### config.mk
export PLATFORM = sky130hd
export DESIGN_NAME = cpair_sqrt_stage
export DESIGN_NICKNAME = d
export VERILOG_FILES = /design/src/cpair_pkg.sv /design/src/cpair_sqrt_stage.sv
export SDC_FILE = /design/constraint.sdc
export NUM_CORES = 1
export LEC_CHECK = 0
export ABC_AREA = 1
export BUFFER_PORTS_ARGS = -buffer_cell sky130_fd_sc_hd__clkbuf_2
export CORE_MARGIN = 5
export CORE_UTILIZATION = 35
export DETAILED_ROUTE_END_ITERATION = 8
export PLACE_DENSITY_LB_ADDON = 0.05
export SLEW_MARGIN = 10
export SYNTH_ARGS = -nofsm -noshare
export SYNTH_HDL_FRONTEND = slang
export SYNTH_SLANG_ARGS = --single-unit
### constraint.sdc
create_clock -name clk_i -period 0.8 [get_ports clk_i]
set_input_delay 0 -clock clk_i [delete_from_list [all_inputs] [get_ports clk_i]]
set_output_delay 0 -clock clk_i [all_outputs]
set_load 0.005 [all_outputs]
### src/cpair_pkg.sv
// Shared types and constants for the Cantor pair/unpair unit.
`timescale 1ns / 1ps

package cpair_pkg;

  localparam int unsigned CoordW        = 31;
  localparam int unsigned CodeW         = 63;
  localparam int unsigned OutW          = 32;
  localparam int unsigned RootW         = 32;
  localparam int unsigned RemW          = 64;
  localparam int unsigned CoordBitsDflt = 31;

  typedef enum logic {
    OP_PAIR   = 1'b0,
    OP_UNPAIR = 1'b1
  } op_e;

  typedef struct packed {
    op_e               operation;
    logic [CoordW-1:0] first_coord;
    logic [CoordW-1:0] second_coord;
    logic [CodeW-1:0]  code_in;
  } in_item_t;

  typedef struct packed {
    logic [CodeW-1:0] code_out;
    logic [OutW-1:0]  first_out;
    logic [OutW-1:0]  second_out;
  } out_item_t;

  // Square root pipeline word; pair items carry x+y in root and y in n.
  typedef struct packed {
    op_e              op;
    logic [CodeW-1:0] n;
    logic [RemW-1:0]  rem;
    logic [RootW-1:0] root;
  } sqrt_t;

  // Post-processing word: p, triangle number (or pair code) and n (or y).
  typedef struct packed {
    op_e              op;
    logic [RootW-1:0] p;
    logic [CodeW-1:0] t;
    logic [CodeW-1:0] n;
  } post_t;

endpackage

### src/cpair_sqrt_stage.sv
// One registered stage of the integer square root: decides one root bit.
`timescale 1ns / 1ps

module cpair_sqrt_stage #(
  parameter int unsigned BIT = 0
) (
  input  logic             clk_i,
  input  logic             rst_ni,
  input  logic             en_i,
  input  logic             valid_i,
  input  cpair_pkg::sqrt_t d_i,
  output logic             valid_o,
  output cpair_pkg::sqrt_t q_o
);

  localparam int unsigned TrialW = cpair_pkg::RemW + 2;

  logic [TrialW-1:0] trial;
  logic              take;
  cpair_pkg::sqrt_t  stage_d;
  cpair_pkg::sqrt_t  stage_q;
  logic              valid_q;

  assign trial = ({{(TrialW - cpair_pkg::RootW){1'b0}}, d_i.root} << (BIT + 1))
               | ({{(TrialW - 1){1'b0}}, 1'b1} << (2 * BIT));
  assign take  = ({2'b00, d_i.rem} >= trial);

  always_comb begin
    stage_d = d_i;
    if (d_i.op == cpair_pkg::OP_UNPAIR && take) begin
      stage_d.rem  = d_i.rem - trial[cpair_pkg::RemW-1:0];
      stage_d.root = d_i.root | (cpair_pkg::RootW'(1) << BIT);
    end
  end

  always_ff @(posedge clk_i or negedge rst_ni) begin
    if (!rst_ni) begin
      valid_q <= 1'b0;
    end else if (en_i) begin
      valid_q <= valid_i;
    end
  end

  always_ff @(posedge clk_i) begin
    if (en_i) begin
      stage_q <= stage_d;
    end
  end

  assign valid_o = valid_q;
  assign q_o     = stage_q;

endmodule

==> summary.txt <==
Drt
  – Pre-antenna DRT Iters: 5
  – Via count: 10.90k
  – Via/cell ratio: 4.536
  – Starting DRC count in detailed routing: 557
  – Routed len/inst: 16.36 um
  – Remaining DRCs: 0
  – Routed Antenna Nets: 0
  – Final Routed Wirelength: 39320 um

Synthesis
  – Ys flop type: edfxtp_1
  – Register area share after synthesis: 0.4944
  – Post-synth EDFFs: 160
  – Post-synth ARST share: 0.006211
  – Syn_area_per_cell: 7.878 um2
  – Yosys warning total: 0
  – Synth unique cells: 33
  – Post-Syn Area: 9768 um2
  – Synthesized flop and latch total: 161
  – Syn Inst Count: 1240
  – Syn nets: 1438

Worst setup path
  – CP cell instances: buf_4 -> inv_2 -> ha_4 -> nand2_1 -> nand2_1 -> a21oi_2 -> nand2_2 -> a21oi_2 -> nand2_2 -> nand2_4 -> nand2_8 -> nand2_8 -> buf_16 -> clkinv_8 -> nand2_2 -> nand2_1
  – R2r setup slk: 60 ps
  – Crit Path Category: in2reg
  – Crit start category: input pin
  – Slowest stage delay, CP: 210 ps
  – Critical path data arrival time: 1820 ps
  – Reg-to-Reg End: valid_o$_DFFE_PN0P_
  – Worst Path Max Fanout: 6
  – R2r worst-path depth: 1
  – Worst path slowest cell: ha_4
  – Reg-to-Reg Start: valid_o$_DFFE_PN0P_
  – Worst path required time: 1000 ps
  – Setup crit end kind: flop

Status
  – Failing checks: setup timing
  – Outcome: finished, violations left

Min path
  – Worst hold start: d_i[84]
  – Worst Hold Class: in2reg
  – WHS Endpoint: q_o[84]$_DFFE_PP_
  – Hold depth: 4

Timing
  – Period minus WS final: 1624 ps
  – Final Hold Fails: 0
  – Final Skew: 0 ps
  – Fin worst setup slack: -823.9 ps
  – # setup viols final: 226
  – Least-Margin Pin Slew: 509.7 ps
  – Fin Hold WS: 1.465 ps
  – Crit share post-route: 2.030
  – Fmax: 615.8 MHz
  – RSZ-0062 raised after global routing: true
  – Final TNS setup: -70930 ps
  – Pins Over Slew Limit: 0
  – Worst slew margin: 0.6571

CTS
  – TritonCTS clock tree: yes
  – Clock root buffer: clkbuf_16
  – Longest Clk Path Bufs: 2
  – CTS buffer count: 17
  – Clk pin slew, worst setup/hold paths: 80 ps
  – Num Clock Sinks: 161
  – Clk_lat worst skew: 430 ps
  – CTS H-tree depth: 4

Flow run
  – Total of max-cap violations: 0

Power and ir drop
  – Logic pwr share: 0.280
  – Clock network power share: 0.330
  – Power Density: 1517 nW/um2
  – Largest vdd supply drop: 1.218 mV
  – Sw Ratio: 0.3092
  – Power share of the sequential group: 0.390
  – Leakage power: 8.529 nW
  – Internal power: 0.01840 W
  – Switch Pwr: 0.008234 W

Die
  – Die Y: 177.1 um
  – Starting Density: 0.3526
  – Core ar.: 27710 um2
  – Chip width: 177.1 um
  – Die ar.: 31350 um2
  – Ports: 325
  – Rows: 61

Finish
  – Fillers: 2467
  – Fin nets: 2210
  – Final Cell Area: 17560 um2
  – Synth-to-layout area growth: 79.74%
  – Layout cells sized above 1: 0.4400
  – Ant. Diodes: 0

Global routing
  – Vias in the first global route: 11.06k
  – Largest net degree at the start of global routing: 33
  – Global-route wire length before repair: 59240 um
  – Global route total overflow: 0
  – Overall Global Routing Usage: 0.2449
  – Initial antenna violation count: 0

Placed design
  – Port bufs: 324
  – Final HPWL from detailed placement: 29590 um
  – GP Congestion: 0.9263
  – Placed cell areas: 14130 um2
-- how the worst max path moves through the flow --
stage                     startpoint           endpoint  slack (ps)  depth (start not counted)
after floorplan              d_i[32]  q_o[51]$_DFFE_PP_       -1030                         15
after global placement       d_i[30]  q_o[73]$_DFFE_PP_       -1540                         14
after detailed placement     d_i[30]  q_o[81]$_DFFE_PP_       -1470                         14
after CTS                     d_i[0]  q_o[32]$_DFFE_PP_        -840                         18
after global routing         d_i[20]  q_o[85]$_DFFE_PP_        -930                         16
final                        d_i[20]  q_o[33]$_DFFE_PP_        -820                         16
-- Yosys cell counts (all sizes together), types with 2 or more instances --
master | number | area [um2]
xor2 | 6 | 52.55
inv | 211 | 792.0
nor2 | 122 | 488.0
o21ai | 40 | 219.0
xnor2 | 25 | 219.0
nor4 | 5 | 31.28
nor3 | 11 | 55.05
nand3 | 58 | 300.3
a21oi | 27 | 135.1
o21bai | 3 | 22.52
buf | 13 | 92.59
nand3b | 13 | 97.59
nand2 | 490 | 1864
nand4 | 15 | 93.84
ha | 33 | 412.9
edfxtp | 160 | 4805
and2 | 2 | 12.51
-- placed cells by master, fill, tap and decap left out, drive strengths merged, types with 2 or more instances in the layout --
cell type / instances
xnor2: 25
clkinv: 7
nor3: 11
nor4: 5
nand2: 490
nor2: 122
xor2: 6
ha: 33
a21oi: 27
clkinvlp: 2
nand3: 58
buf: 300
inv: 220
o21bai: 3
clkbuf: 327
nand4: 15
nand3b: 13
dlygate4sd3: 152
and2: 2
o21ai: 40
edfxtp: 160
-- worst max-delay path: cells and delay by family --
| family | cells | cell delay [ps] |
|---|---|---|
| fa+ha+maj | 1 | 210 |
| buf+inv | 4 | 500 |
| compound gates | 2 | 360 |
| simple gates | 9 | 700 |
-- logic make-up after synthesis --
| logic type | Yosys count | share of synthesized area |
|---|---|---|
| xor gates and xnor gates | 31 | 0.02780 |
| DFF | 161 | 0.4944 |
| buffers and inverters | 225 | 0.09107 |
| and+or+nand+nor | 717 | 0.3019 |
| adders and majority gates | 34 | 0.04432 |
| muxes | 1 | 0.001153 |
| AOI/OAI and AO/OA | 71 | 0.03932 |
-- registers in the layout (all words and copies together) (netlist names) --
name and flops:
q_o 160, valid_o 1
-- stage by stage --
step / cells / total power, W / util / worst slack (ps)
3_3_place_gp: 2188 / 0.01657 / 0.5100 / -1541
2_1_floorplan: 1240 / 0.01301 / - / -1034
6_report: 2403 / 0.02663 / 0.6337 / -823.9
5_1_grt: 2403 / 0.02790 / 0.6337 / -925.1
3_5_place_dp: 2188 / 0.01660 / 0.5100 / -1469
4_1_cts: 2393 / 0.02647 / 0.6172 / -841.0
-- per-layer routing --
metal	vias up	wire length (um)	global-route usage
li1	5483	-	-
met1	5088	17720	0.3218
met2	293	18990	0.4280
met3	35	2066	0.04294
met4	0	534	0.04674
met5	-	0	0
-- area by class of cell --
class	count	area, um2	share of cell area
Timing Repair Buffer	763	5628	0.3206
Sequential cell	161	4830	0.2751
Timing Repair inverter	3	48.80	0.002779
Clock buffer	17	425.4	0.02423
Tap cell	378	473.0	0.02694
Multi-Input combinational cell	854	5150	0.2933
Inverter	212	829.5	0.04725
Clock inverter	15	172.7	0.009835
-- what timing repair did --
item / CTS / global route
endpoints found under the setup margin: 226 / 227
pin swaps: 52 / 45
hold buffers: 153 / 0
setup buffers: 13 / 10
gates resized for setup: 143 / 132
cloned: 7 / 0
hold endpoints to repair: 151 / 0
-- power by group through the flow --
stage,registers [W],logic (W),clock network [W]
after floorplan,0.0107,0.00236,0
after global placement,0.0106,0.00598,0
after detailed placement,0.0106,0.00602,0
after CTS,0.0104,0.00712,0.00894
after global routing,0.0105,0.00811,0.00933
final,0.0104,0.00745,0.00878
No activity file was read; power rests on OpenSTA's default activity.
